## config.mk

```make
export PLATFORM = sky130hd
export DESIGN_NAME = ggv_out
export DESIGN_NICKNAME = d
export VERILOG_FILES = /design/src/hdl/go_to_goal_velocity_law_top_defines.svh /design/src/hdl/ggv_pkg.sv /design/src/hdl/ggv_out.sv
export SDC_FILE = /design/constraint.sdc
export NUM_CORES = 2
export LEC_CHECK = 0
export BUFFER_PORTS_ARGS = -buffer_cell sky130_fd_sc_hd__clkbuf_2
export CAP_MARGIN = 20
export CORE_AREA = 5 5 236 238
export DETAILED_ROUTE_END_ITERATION = 10
export DIE_AREA = 0 0 241 243
export PLACE_DENSITY = 0.77
export SLEW_MARGIN = 40
export SYNTH_ARGS = -nofsm -noshare
export SYNTH_HDL_FRONTEND = slang
export SYNTH_SLANG_ARGS = --single-unit
```

## constraint.sdc

```tcl
create_clock -name aclk -period 7.7 [get_ports aclk]
set_clock_uncertainty 0.15 [all_clocks]
set_input_delay 1.155 -clock aclk [delete_from_list [all_inputs] [get_ports aclk]]
set_output_delay 1.155 -clock aclk [all_outputs]
set_load 0.005 [all_outputs]
```

## src/hdl/go_to_goal_velocity_law_top_defines.svh

```systemverilog
// Assertion helpers shared by the RTL.
`ifndef GO_TO_GOAL_VELOCITY_LAW_TOP_DEFINES_SVH
`define GO_TO_GOAL_VELOCITY_LAW_TOP_DEFINES_SVH

// Same-cycle implication, sampled on aclk, off during reset.
`define GGV_ASSERT_NOW(lbl, ante, cons, msg) \
    lbl: assert property (@(posedge aclk) disable iff (!aresetn) (ante) |-> (cons)) \
        else $error(msg);

// Next-cycle implication, sampled on aclk, off during reset.
`define GGV_ASSERT_NEXT(lbl, ante, cons, msg) \
    lbl: assert property (@(posedge aclk) disable iff (!aresetn) (ante) |=> (cons)) \
        else $error(msg);

`endif

```

## src/hdl/ggv_pkg.sv

```systemverilog
`timescale 1ns / 1ps
package ggv_pkg;

    localparam int FRAC_BITS    = 12;
    localparam int CORDIC_STEPS = 16;
    localparam int SQRT_STEPS   = 16;
    localparam int ITER_STAGES  = (CORDIC_STEPS > SQRT_STEPS) ? CORDIC_STEPS : SQRT_STEPS;
    localparam int XW           = 34;   // CORDIC x/y
    localparam int ZW           = 35;   // angle, 2^-30 rad units
    localparam int EW           = 36;   // heading before wrap
    localparam int RND_SHIFT    = 30 - FRAC_BITS;

    localparam logic signed [ZW-1:0] HALF_PI_U30 = 35'sd1686629713;
    localparam logic signed [EW-1:0] PI_U30      = 36'sd3373259426;
    localparam logic signed [EW-1:0] TWO_PI_U30  = 36'sd6746518852;

    typedef enum logic [1:0] {
        ST_DRIVE   = 2'd0,
        ST_ALIGN   = 2'd1,
        ST_REACHED = 2'd2,
        ST_CANCEL  = 2'd3
    } ggv_status_t;

    typedef enum logic [2:0] {
        REG_DIST_TOL  = 3'd0,
        REG_LIN_GAIN  = 3'd1,
        REG_LIN_MAX   = 3'd2,
        REG_STEER_GN  = 3'd3,
        REG_ANGLE_TOL = 3'd4,
        REG_TURN_GAIN = 3'd5,
        REG_ANG_MAX   = 3'd6
    } ggv_reg_t;

    typedef struct packed {
        logic [14:0] dist_tolerance;
        logic [14:0] linear_gain;
        logic [14:0] linear_max;
        logic [14:0] steer_gain;
        logic [14:0] angle_tolerance;
        logic [14:0] turn_gain;
        logic [14:0] angular_max;
    } ggv_cfg_t;

    typedef struct packed {
        logic                  vld;
        logic                  cancel;
        logic                  drive;
        logic signed [15:0]    err_q;
        logic signed [XW-1:0]  x;
        logic signed [XW-1:0]  y;
        logic signed [ZW-1:0]  z;
        logic [31:0]           rem;
        logic [31:0]           root;
    } ggv_iter_t;

    // atan(2^-i), truncated, 2^-30 rad
    function automatic logic signed [ZW-1:0] atan_u30(input logic [4:0] i);
        logic signed [ZW-1:0] v;
        case (i)
            5'd0:  v = 35'sd843314856;
            5'd1:  v = 35'sd497837829;
            5'd2:  v = 35'sd263043836;
            5'd3:  v = 35'sd133525158;
            5'd4:  v = 35'sd67021686;
            5'd5:  v = 35'sd33543515;
            5'd6:  v = 35'sd16775850;
            5'd7:  v = 35'sd8388437;
            5'd8:  v = 35'sd4194282;
            5'd9:  v = 35'sd2097149;
            5'd10: v = 35'sd1048575;
            5'd11: v = 35'sd524287;
            5'd12: v = 35'sd262143;
            5'd13: v = 35'sd131071;
            5'd14: v = 35'sd65535;
            5'd15: v = 35'sd32767;
            5'd16: v = 35'sd16383;
            5'd17: v = 35'sd8191;
            5'd18: v = 35'sd4095;
            5'd19: v = 35'sd2047;
            5'd20: v = 35'sd1023;
            5'd21: v = 35'sd511;
            5'd22: v = 35'sd255;
            5'd23: v = 35'sd127;
            default: v = '0;
        endcase
        return v;
    endfunction

endpackage

```

## src/hdl/ggv_out.sv

```systemverilog
`timescale 1ns / 1ps
// Gain multiplies, then clamp/saturate and mode select into the output register.
module ggv_out (
    input  logic                  aclk,
    input  logic                  aresetn,
    input  logic                  en,
    input  ggv_pkg::ggv_iter_t    stg_i,
    input  ggv_pkg::ggv_cfg_t     cfg,
    output logic                  out_vld,
    output logic signed [15:0]    linear_cmd,
    output logic signed [15:0]    angular_cmd,
    output ggv_pkg::ggv_status_t  status
);
    logic                 vld1_reg, vld2_reg;
    logic                 cancel_reg, drive_reg, align_reg;
    logic [30:0]          lin_prod_reg;
    logic signed [31:0]   steer_prod_reg, turn_prod_reg;
    logic signed [15:0]   lin_reg, ang_reg;
    ggv_pkg::ggv_status_t st_reg;

    logic signed [ggv_pkg::ZW-1:0] z_rnd;
    logic signed [15:0]   brg, emag;
    logic [18:0]          lin_sh;
    logic signed [19:0]   steer_sh, turn_sh;
    logic signed [19:0]   amax;
    logic signed [15:0]   lin_next, ang_next, steer_sat, turn_clamp;
    ggv_pkg::ggv_status_t st_next;

    always_comb begin
        z_rnd = (stg_i.z + (ggv_pkg::ZW'(1) <<< (ggv_pkg::RND_SHIFT - 1))) >>> ggv_pkg::RND_SHIFT;
        brg   = z_rnd[15:0];
        emag  = (stg_i.err_q < 0) ? -stg_i.err_q : stg_i.err_q;
    end

    always_ff @(posedge aclk) begin
        if (!aresetn) begin
            vld1_reg <= 1'b0;
            vld2_reg <= 1'b0;
        end else if (en) begin
            vld1_reg <= stg_i.vld;
            vld2_reg <= vld1_reg;
        end
    end

    always_ff @(posedge aclk) begin
        if (en) begin
            cancel_reg     <= stg_i.cancel;
            drive_reg      <= stg_i.drive;
            align_reg      <= $unsigned(emag) > 16'(cfg.angle_tolerance);
            lin_prod_reg   <= 31'(cfg.linear_gain) * stg_i.root[15:0];
            steer_prod_reg <= $signed({1'b0, cfg.steer_gain}) * brg;
            turn_prod_reg  <= $signed({1'b0, cfg.turn_gain}) * stg_i.err_q;
        end
    end

    always_comb begin
        lin_sh   = lin_prod_reg[30:ggv_pkg::FRAC_BITS];
        steer_sh = steer_prod_reg[31:ggv_pkg::FRAC_BITS];
        turn_sh  = turn_prod_reg[31:ggv_pkg::FRAC_BITS];
        amax     = 20'(cfg.angular_max);
        if (steer_sh > 20'sd32767)
            steer_sat = 16'sh7FFF;
        else if (steer_sh < -20'sd32768)
            steer_sat = -16'sh8000;
        else
            steer_sat = steer_sh[15:0];
        if (turn_sh > amax)
            turn_clamp = amax[15:0];
        else if (turn_sh < -amax)
            turn_clamp = -amax[15:0];
        else
            turn_clamp = turn_sh[15:0];
        lin_next = '0;
        ang_next = '0;
        if (cancel_reg) begin
            st_next = ggv_pkg::ST_CANCEL;
        end else if (drive_reg) begin
            st_next  = ggv_pkg::ST_DRIVE;
            lin_next = (lin_sh > 19'(cfg.linear_max)) ? 16'(cfg.linear_max) : lin_sh[15:0];
            ang_next = steer_sat;
        end else if (align_reg) begin
            st_next  = ggv_pkg::ST_ALIGN;
            ang_next = turn_clamp;
        end else begin
            st_next = ggv_pkg::ST_REACHED;
        end
    end

    always_ff @(posedge aclk) begin
        if (en) begin
            lin_reg <= lin_next;
            ang_reg <= ang_next;
            st_reg  <= st_next;
        end
    end

    assign out_vld     = vld2_reg;
    assign linear_cmd  = lin_reg;
    assign angular_cmd = ang_reg;
    assign status      = st_reg;

endmodule
```

==> flow_summary.toml <==
[run_status]
outcome = "finished clean"

[power]
internal_power_mw = 7.245
pwr-share-comb_pct = 86.1
ir_drop_v = 0.0005481
finalPower_mw = 14.11
leakagePower_nw = 16.65
p_per_area_nw_per_um2 = 440.5
pwr-share-seq_pct = 10.5
power_switching_mw = 6.867
sw_frac_of_total_pct = 48.66
clockPowerShare_pct = 3.4

[sta]
period_share_pct = 98.27
setup_viol = 0
fmax_ghz = 0.1322
period_needed_ns = 7.567
fin_tns_setup_ns = 0
rsz0062_at_grt = "true"
maxSlewViolCount = 0
setup_ws_ns = 0.1329
worst_pin_slew_ns = 0.6542
slew_headroom_pct = 56.22
final_hold_viol_count = 0
holdWs_ns = 0.3687

[critical_path]
setup.worst_path.start_class = "input pin"
cpPeakStageDelay_ns = 0.61
setup.worst_path.end_class = "flop"
crit_fanout = 8
worstPathRequired_ns = 7.67
critical_path.top_delay_family = "adder cells"
arrival_ns = 7.54
worst-path-buf-inv = 8
critPathKind = "input pin to flop"
crit_path_top_delay_cell = "fa_2"
cp_common_cell = "fa_1"

[routing]
vias = 21599
drt-initial-drc-count = 1129
viasPerCell = 5.332
drc = 0
first_pass_iters = 5
wirelength_mm = 67.19
wl_per_cell_um = 16.59
final_antenna_net_count = 0

[placement]
port_buffers = 179
post-place-ws_ns = -0.2567
dpl.hpwl_mm = 56.65
place.gp.congestion = 0.9165
placed_area_um2 = 31450
dp.cells = 4023

[clock_tree]
root_buffer = "clkbuf_16"
tritoncts = "done"
cts_buffer_depth = 2
cts_sinks = 98
clock_latency_ns = 0.36
h-tree-depth = 3
cts_made_buffers = 9
postCtsHoldBufs = 0
clk_pin_slew_ns = 0.08

[job]
maxCapViolations = 0

[layout]
drive_gt1_share_pct = 11.49
fin_util_pct = 60.00
area_delta_synth_final_pct = 10.19
finalNetCount = 4572
final_cells = 4051
fin_area_um2 = 32040

[global_routing]
grt_pass1_wl_mm = 113.4
grt_max_degree = 63
grt_usage_pct = 23.69
grt_pass1_vias = 23056
grt_overflow = 0
antenna_found_initial = 7

[logic_synthesis]
ys.warnings.count = 0
synth_most_common_cell = "inv_1"
yosysSeqAreaShare_pct = 10.05
synth_top_area_share_pct = 36.98
synth_fp_nets = 4373
syn-cell-area_um2 = 29070
synth.largest_area_cell = "fa_1"
synth_cells = 3147
ys_ff_latch = 98
async_reset_ff_share_pct = 0
synth_area_per_cell_um2 = 9.238
ys_types = 68
synth_commonest_cells = "inv_1 (660), fa_1 (537), nand2_1 (426)"
yosys-top-cells-area = "fa_1 (37%), ha_1 (17%), edfxtp_1 (9.9%), inv_1 (8.5%), and2_1 (5.8%)"
synthFlopType = "edfxtp_1"
synth_edf_count = 96

[die]
coreArea_um2 = 53390
start_util_pct = 54.46
floorplan.rows = 85
dieArea_um2 = 58560
die_y_um = 243
die_w_um = 241
io_pins = 329

[hold_path]
hold_path_class = "flop to flop"
what timing repair did:
item                                    4_1_cts  5_1_grt
endpoints found under the setup margin        0       12
gates resized for setup                       0       39
setup buffers                                 0        7
power groups by stage:
stage	clock network, mW	registers, mW	logic (mW)
2_1_floorplan	0	1.44	8.46
3_3_place_gp	0	1.49	11.5
3_5_place_dp	0	1.49	11.7
4_1_cts	0.487	1.48	11.9
5_1_grt	0.514	1.50	13.9
6_report	0.478	1.49	12.1
placed cells by master (no fill, tap or decap), types with 72 or more instances in the layout:
cell / n
and2_1: 269
clkbuf_2: 178
fa_1: 532
nand2_1: 425
buf_4: 120
nor2_1: 74
ha_1: 391
inv_1: 657
xnor2_1: 72
edfxtp_1: 96
kinds of logic after synthesis:
family | share of synthesized area [%]
muxes | 0.8349
other | 0.01290
xor gates and xnor gates | 3.103
adders and majority gates | 53.98
DFF | 10.05
and+or+nand+nor | 16.22
buffers and inverters | 10.07
AOI/OAI and AO/OA | 5.728
final cells by class:
cell class / count / area [µm²]
antenna: 4 / 10.01
clock buffer: 9 / 225.2
clock inverter: 7 / 86.33
fill: 4529 / 21350
inverter: 660 / 2477
multi-input combinational: 2270 / 23520
sequential: 98 / 2923
tap: 696 / 870.8
timing repair buffer: 307 / 1928
layer usage:
| metal | up-vias | track usage (%) | part of all wire [%] |
|---|---|---|---|
| met5 | - | 0 | 0.051 |
| li1 | 10097 | - | - |
| met2 | 647 | 39.79 | 49 |
| met3 | 112 | 3.213 | 6.0 |
| met4 | 6 | 6.837 | 2.6 |
| met1 | 10737 | 32.26 | 42 |
path summary, 6_finish.rpt:
| kind | start | endpoint | slack (ns) | depth (start not counted) |
|---|---|---|---|---|
| hold reg to reg | out_vld | out_vld | 0.37 | 2 |
| hold / removal | out_vld | out_vld | 0.37 | 2 |
| setup / recovery | stg_i[85] | steer_prod_reg[31] | 0.13 | 30 |
| setup reg to reg | turn_prod_reg[13] | angular_cmd[1] | 4.09 | 10 |
worst min-delay path, stage by stage, from the launching register on:
cell     delay, ns
dfxtp_1       0.33
mux2i_1       0.06
nor2b_1       0.09
No activity file was read; power rests on OpenSTA's default activity.
