## config.mk

```make
export PLATFORM = sky130hd
export DESIGN_NAME = ggv_front
export DESIGN_NICKNAME = d
export VERILOG_FILES = /design/src/hdl/go_to_goal_velocity_law_top_defines.svh /design/src/hdl/ggv_pkg.sv /design/src/hdl/ggv_front.sv
export SDC_FILE = /design/constraint.sdc
export NUM_CORES = 2
export LEC_CHECK = 0
export ABC_AREA = 1
export BUFFER_PORTS_ARGS = -buffer_cell sky130_fd_sc_hd__buf_2
export CORE_ASPECT_RATIO = 1.75
export CORE_MARGIN = 8
export CORE_UTILIZATION = 30
export CTS_CLUSTER_SIZE = 20
export DETAILED_ROUTE_END_ITERATION = 10
export GPL_ROUTABILITY_DRIVEN = 0
export GPL_TIMING_DRIVEN = 0
export PLACE_DENSITY = 0.5
export SLEW_MARGIN = 20
export SYNTH_ARGS = -nofsm -noshare
export SYNTH_HDL_FRONTEND = slang
export SYNTH_SLANG_ARGS = --single-unit
```

## constraint.sdc

```tcl
create_clock -name aclk -period 8.6 [get_ports aclk]
set_clock_uncertainty 0.2 [all_clocks]
set_input_delay 0.43 -clock aclk [delete_from_list [all_inputs] [get_ports aclk]]
set_output_delay 0.43 -clock aclk [all_outputs]
set_load 0.02 [all_outputs]
```

## src/hdl/go_to_goal_velocity_law_top_defines.svh

```systemverilog
// Assertion helpers shared by the RTL.
`ifndef GO_TO_GOAL_VELOCITY_LAW_TOP_DEFINES_SVH
`define GO_TO_GOAL_VELOCITY_LAW_TOP_DEFINES_SVH

// Same-cycle implication, sampled on aclk, off during reset.
`define GGV_ASSERT_NOW(lbl, ante, cons, msg) \
    lbl: assert property (@(posedge aclk) disable iff (!aresetn) (ante) |-> (cons)) \
        else $error(msg);

// Next-cycle implication, sampled on aclk, off during reset.
`define GGV_ASSERT_NEXT(lbl, ante, cons, msg) \
    lbl: assert property (@(posedge aclk) disable iff (!aresetn) (ante) |=> (cons)) \
        else $error(msg);

`endif

```

## src/hdl/ggv_pkg.sv

```systemverilog
`timescale 1ns / 1ps
package ggv_pkg;

    localparam int FRAC_BITS    = 12;
    localparam int CORDIC_STEPS = 16;
    localparam int SQRT_STEPS   = 16;
    localparam int ITER_STAGES  = (CORDIC_STEPS > SQRT_STEPS) ? CORDIC_STEPS : SQRT_STEPS;
    localparam int XW           = 34;   // CORDIC x/y
    localparam int ZW           = 35;   // angle, 2^-30 rad units
    localparam int EW           = 36;   // heading before wrap
    localparam int RND_SHIFT    = 30 - FRAC_BITS;

    localparam logic signed [ZW-1:0] HALF_PI_U30 = 35'sd1686629713;
    localparam logic signed [EW-1:0] PI_U30      = 36'sd3373259426;
    localparam logic signed [EW-1:0] TWO_PI_U30  = 36'sd6746518852;

    typedef enum logic [1:0] {
        ST_DRIVE   = 2'd0,
        ST_ALIGN   = 2'd1,
        ST_REACHED = 2'd2,
        ST_CANCEL  = 2'd3
    } ggv_status_t;

    typedef enum logic [2:0] {
        REG_DIST_TOL  = 3'd0,
        REG_LIN_GAIN  = 3'd1,
        REG_LIN_MAX   = 3'd2,
        REG_STEER_GN  = 3'd3,
        REG_ANGLE_TOL = 3'd4,
        REG_TURN_GAIN = 3'd5,
        REG_ANG_MAX   = 3'd6
    } ggv_reg_t;

    typedef struct packed {
        logic [14:0] dist_tolerance;
        logic [14:0] linear_gain;
        logic [14:0] linear_max;
        logic [14:0] steer_gain;
        logic [14:0] angle_tolerance;
        logic [14:0] turn_gain;
        logic [14:0] angular_max;
    } ggv_cfg_t;

    typedef struct packed {
        logic                  vld;
        logic                  cancel;
        logic                  drive;
        logic signed [15:0]    err_q;
        logic signed [XW-1:0]  x;
        logic signed [XW-1:0]  y;
        logic signed [ZW-1:0]  z;
        logic [31:0]           rem;
        logic [31:0]           root;
    } ggv_iter_t;

    // atan(2^-i), truncated, 2^-30 rad
    function automatic logic signed [ZW-1:0] atan_u30(input logic [4:0] i);
        logic signed [ZW-1:0] v;
        case (i)
            5'd0:  v = 35'sd843314856;
            5'd1:  v = 35'sd497837829;
            5'd2:  v = 35'sd263043836;
            5'd3:  v = 35'sd133525158;
            5'd4:  v = 35'sd67021686;
            5'd5:  v = 35'sd33543515;
            5'd6:  v = 35'sd16775850;
            5'd7:  v = 35'sd8388437;
            5'd8:  v = 35'sd4194282;
            5'd9:  v = 35'sd2097149;
            5'd10: v = 35'sd1048575;
            5'd11: v = 35'sd524287;
            5'd12: v = 35'sd262143;
            5'd13: v = 35'sd131071;
            5'd14: v = 35'sd65535;
            5'd15: v = 35'sd32767;
            5'd16: v = 35'sd16383;
            5'd17: v = 35'sd8191;
            5'd18: v = 35'sd4095;
            5'd19: v = 35'sd2047;
            5'd20: v = 35'sd1023;
            5'd21: v = 35'sd511;
            5'd22: v = 35'sd255;
            5'd23: v = 35'sd127;
            default: v = '0;
        endcase
        return v;
    endfunction

endpackage

```

## src/hdl/ggv_front.sv

```systemverilog
`timescale 1ns / 1ps
// Two stages: squares, quadrant fold, heading wrap; then sum, range test, heading round.
module ggv_front (
    input  logic                  aclk,
    input  logic                  aresetn,
    input  logic                  en,
    input  logic                  in_vld,
    input  logic signed [15:0]    offset_x,
    input  logic signed [15:0]    offset_y,
    input  logic signed [15:0]    heading_error,
    input  logic                  cancel,
    input  ggv_pkg::ggv_cfg_t     cfg,
    output ggv_pkg::ggv_iter_t    stg_o
);
    logic                          vld1_reg, vld2_reg;
    logic                          cancel1_reg;
    logic [30:0]                   sqx_reg, sqy_reg;
    logic signed [ggv_pkg::XW-1:0] x1_reg, y1_reg;
    logic signed [ggv_pkg::ZW-1:0] z1_reg;
    logic signed [ggv_pkg::EW-1:0] e1_reg;
    ggv_pkg::ggv_iter_t            s2_reg;

    logic signed [ggv_pkg::XW-1:0] xp, yp, x1_next, y1_next;
    logic signed [ggv_pkg::ZW-1:0] z1_next;
    logic signed [ggv_pkg::EW-1:0] e_raw, e1_next, e_rnd;
    logic signed [31:0]            sqx_s, sqy_s;
    logic [31:0]                   d2;

    always_comb begin
        xp = ggv_pkg::XW'(offset_x) <<< 14;
        yp = ggv_pkg::XW'(offset_y) <<< 14;
        x1_next = xp;
        y1_next = yp;
        z1_next = '0;
        if (xp < 0) begin
            if (yp >= 0) begin
                x1_next = yp;
                y1_next = -xp;
                z1_next = ggv_pkg::HALF_PI_U30;
            end else begin
                x1_next = -yp;
                y1_next = xp;
                z1_next = -ggv_pkg::HALF_PI_U30;
            end
        end
        e_raw = ggv_pkg::EW'(heading_error) <<< ggv_pkg::RND_SHIFT;
        if (e_raw > ggv_pkg::PI_U30)
            e1_next = e_raw - ggv_pkg::TWO_PI_U30;
        else if (e_raw <= -ggv_pkg::PI_U30)
            e1_next = e_raw + ggv_pkg::TWO_PI_U30;
        else
            e1_next = e_raw;
        sqx_s = offset_x * offset_x;
        sqy_s = offset_y * offset_y;
    end

    always_ff @(posedge aclk) begin
        if (!aresetn) begin
            vld1_reg <= 1'b0;
            vld2_reg <= 1'b0;
        end else if (en) begin
            vld1_reg <= in_vld;
            vld2_reg <= vld1_reg;
        end
    end

    always_ff @(posedge aclk) begin
        if (en) begin
            cancel1_reg <= cancel;
            sqx_reg     <= sqx_s[30:0];
            sqy_reg     <= sqy_s[30:0];
            x1_reg      <= x1_next;
            y1_reg      <= y1_next;
            z1_reg      <= z1_next;
            e1_reg      <= e1_next;
        end
    end

    always_comb begin
        d2    = {1'b0, sqx_reg} + {1'b0, sqy_reg};
        e_rnd = (e1_reg + (ggv_pkg::EW'(1) <<< (ggv_pkg::RND_SHIFT - 1))) >>> ggv_pkg::RND_SHIFT;
    end

    always_ff @(posedge aclk) begin
        if (en) begin
            s2_reg.vld    <= vld1_reg;
            s2_reg.cancel <= cancel1_reg;
            s2_reg.drive  <= d2 > (32'(cfg.dist_tolerance) * 32'(cfg.dist_tolerance));
            s2_reg.err_q  <= e_rnd[15:0];
            s2_reg.x      <= x1_reg;
            s2_reg.y      <= y1_reg;
            s2_reg.z      <= z1_reg;
            s2_reg.rem    <= d2;
            s2_reg.root   <= '0;
        end
    end

    always_comb begin
        stg_o     = s2_reg;
        stg_o.vld = vld2_reg;
    end

endmodule

```

==> impl_metrics.py <==
metrics = {
    "setup_path": {
        "critPathCaptureType": "register",
        "crit_type": "input pin to register",
        "crit_path_cell_trace": "dlygate4sd3_1 > buf_2 > clkbuf_1 > clkbuf_1 > clkbuf_1 > nand2_1 > inv_1 > fa_1 > fa_1 > inv_1 > fa_1 > fa_1 > fa_1 > fa_1 > inv_1 > ha_1 > a21oi_1 > o21ai_0 > a21oi_1 > nand3_1 > a21oi_1 > xor2_1",
        "arrival_ns": 8.35,
        "critPathRequiredTime_ns": 8.67,
        "worst_setup_path_start_kind": "input pin",
        "crit_path_top_delay_cell": "fa_1",
        "cpPeakStageDelay_ns": 0.70,
        "cp_common_cell": "fa_1",
        "path_max_fanout": 10,
    },
    "die": {
        "start_util_pct": 30.2,
        "rows": 168,
        "die_width_um": 279,
        "die_area_um2": 132000,
        "coreArea_um2": 120000,
        "die_h_um": 476,
        "ios": 344,
    },
    "logic_synthesis": {
        "synthesis.instances": 4105,
        "ys.flop_type": "edfxtp_1",
        "async_flop_share_pct": 0,
        "netlist_top_cells_area": "fa_1, edfxtp_1, inv_1",
        "synth_cell_type_count": 64,
        "synth-edff-count": 212,
        "synth-warning-count": 0,
        "yosysTopAreaCellShare_pct": 33.5,
        "synthesis.area_um2": 36200,
        "synth_top_area_cell": "fa_1",
        "synth-seq-area-share_pct": 17.7,
        "ys_seq_elements": 214,
        "synth_area_per_cell_um2": 8.82,
    },
    "cells_and_area": {
        "largest_reg_flops": 92,
        "final_cells": 5933,
        "area_growth_pct": 11.1,
        "post-route-util_pct": 33.6,
        "layout-drive-gt1-share_pct": 8.86,
        "nets": 5472,
    },
    "sta": {
        "fmax_mhz": 121,
        "hold_viol": 0,
        "setup_ws_ns": 0.322,
        "post-route-period-util_pct": 96.3,
        "drv_slew": 0,
        "rsz0062_at_grt": "false",
        "slew_headroom_pct": 36.8,
        "setup_viol": 0,
        "max_slew.worst_pin.slew_ns": 0.948,
        "fin_crit_ns": 8.28,
    },
    "place": {
        "io_buffer_count": 180,
        "place_hpwl_um": 92700,
        "pre_cts_ws_ns": 0.0240,
        "dp_cells": 5876,
    },
    "global_route": {
        "grt_max_degree": 87,
        "antenna_found_initial": 8,
        "grt-ovfl-total": 0,
        "grtUsageTotal_pct": 16.3,
        "grt_pass1_wl_um": 167000,
        "grt_pass1_vias": 30000,
    },
    "route": {
        "first_pass_iters": 5,
        "drt_wl_total_um": 107000,
        "drtIter0Drc": 1076,
        "wl_per_cell_um": 18.0,
        "drcViolationCount": 0,
        "antenna_left": 0,
        "via_per_inst": 4.47,
        "vias": 26500,
    },
    "clock_network": {
        "cts_buffers": 25,
        "post_cts_resized": 0,
        "cts_max_level": 1,
        "cts_tree": "built",
        "clockBufferDepth": 3,
        "clk_pin_slew_ns": 0.06,
        "clkLatencyLatePin_ns": 0.58,
        "numClockSinks": 214,
        "clock-root-buffer": "clkbuf_16",
    },
    "min_path": {
        "min_path_type": "input pin to register",
    },
    "flow_run": {
        "drv_cap": 0,
    },
    "status": {
        "outcome": "finished, final reports clean",
    },
}
[per-layer routing]
| layer | vias to the layer above | GRT usage, % | routed length [um] |
|---|---|---|---|
| met5 | - | 0 | 22 |
| met3 | 191 | 1.86 | 4160 |
| met4 | 4 | 7.02 | 5220 |
| met1 | 13000 | 16.7 | 38500 |
| met2 | 554 | 32.5 | 58600 |
| li1 | 12800 | - | - |
[worst paths after layout]
path                     from     endpoint  slack, ns  depth (start not counted)
min reg2reg        y1_reg[29]   stg_o[128]       0.22                          0
min          heading_error[1]   e1_reg[19]       0.05                          3
max              offset_x[15]  sqx_reg[27]       0.32                         22
max reg2reg        sqy_reg[2]   stg_o[183]       4.24                         18
[worst max-delay path: cells and delay by family]
family,cells,cell delay (ns)
xor gates and xnor gates,1,0.53
adders and majority gates,7,3.64
buffers and inverters,8,2.67
AOI/OAI and AO/OA,4,0.71
and+or+nand+nor,2,0.35
[repair_timing]
item | CTS | global route
endpoints found under the hold margin | 8 | 0
setup buffers | 0 | 0
endpoints found under the setup margin | 0 | 0
hold buffers | 9 | 0
[layout make-up]
type / instances / area, um2
Fill cell: 12600 / 79600
Multi-Input combinational cell: 2620 / 24600
Sequential cell: 214 / 6410
Inverter: 1137 / 4270
Tap cell: 1530 / 1910
Buffer: 193 / 1150
Timing Repair Buffer: 191 / 1060
Clock buffer: 31 / 668
Clock inverter: 14 / 141
Antenna cell: 3 / 7.51
[cell usage in the layout, fill, tap and decap left out, types with 107 or more instances in the layout]
cell type  synthesis  routed
xor2_1           121     121
edfxtp_1         212     212
o21ai_0          107     107
a21oi_1          151     151
fa_1             606     606
buf_2             13     192
nor2_1           133     133
ha_1             326     326
inv_1           1128    1128
nand2_1          745     745
nand3_1          111     111
[metrics by stage]
step	area [um2]	TNS [ns]	hold slack, ns
after global placement	39200	-0.0320	0.204
after global routing	40200	0	0.0650
after CTS	40200	0	0.00574
after floorplan	36400	0	0.200
after detailed placement	39300	0	0.205
final	40200	0	0.0496
[kinds of logic (layout without fill, tap and decap cells)]
family	count (synthesis)	count (layout)	share of synthesized area, %
compound gates	355	355	5.52
xor+xnor	171	171	4.14
fa+ha+maj	932	932	44.8
buf+inv	1330	1566	15.0
flops	214	214	17.7
mux	2	2	0.0588
other cells	1	63	0.0104
simple gates	1100	1100	12.8
[synthesized netlist by cell type, types with 13 or more instances]
library cell and n:
ha_1 326, nand4_1 24, xor2_1 121, clkbuf_1 53
buf_2 13, a31oi_1 17, o21bai_1 14, nor2_1 133
nand3_1 111, o21ai_1 14, xnor2_1 50, inv_1 1128
o21ai_0 107, nor3_1 37, a21oi_1 151, buf_4 96
buf_1 23, fa_1 606, edfxtp_1 212, nand2_1 745
Power is left out: the tool's default activity adds up to more than one toggle a clock period on the data nets, which glitch-free logic cannot reach.
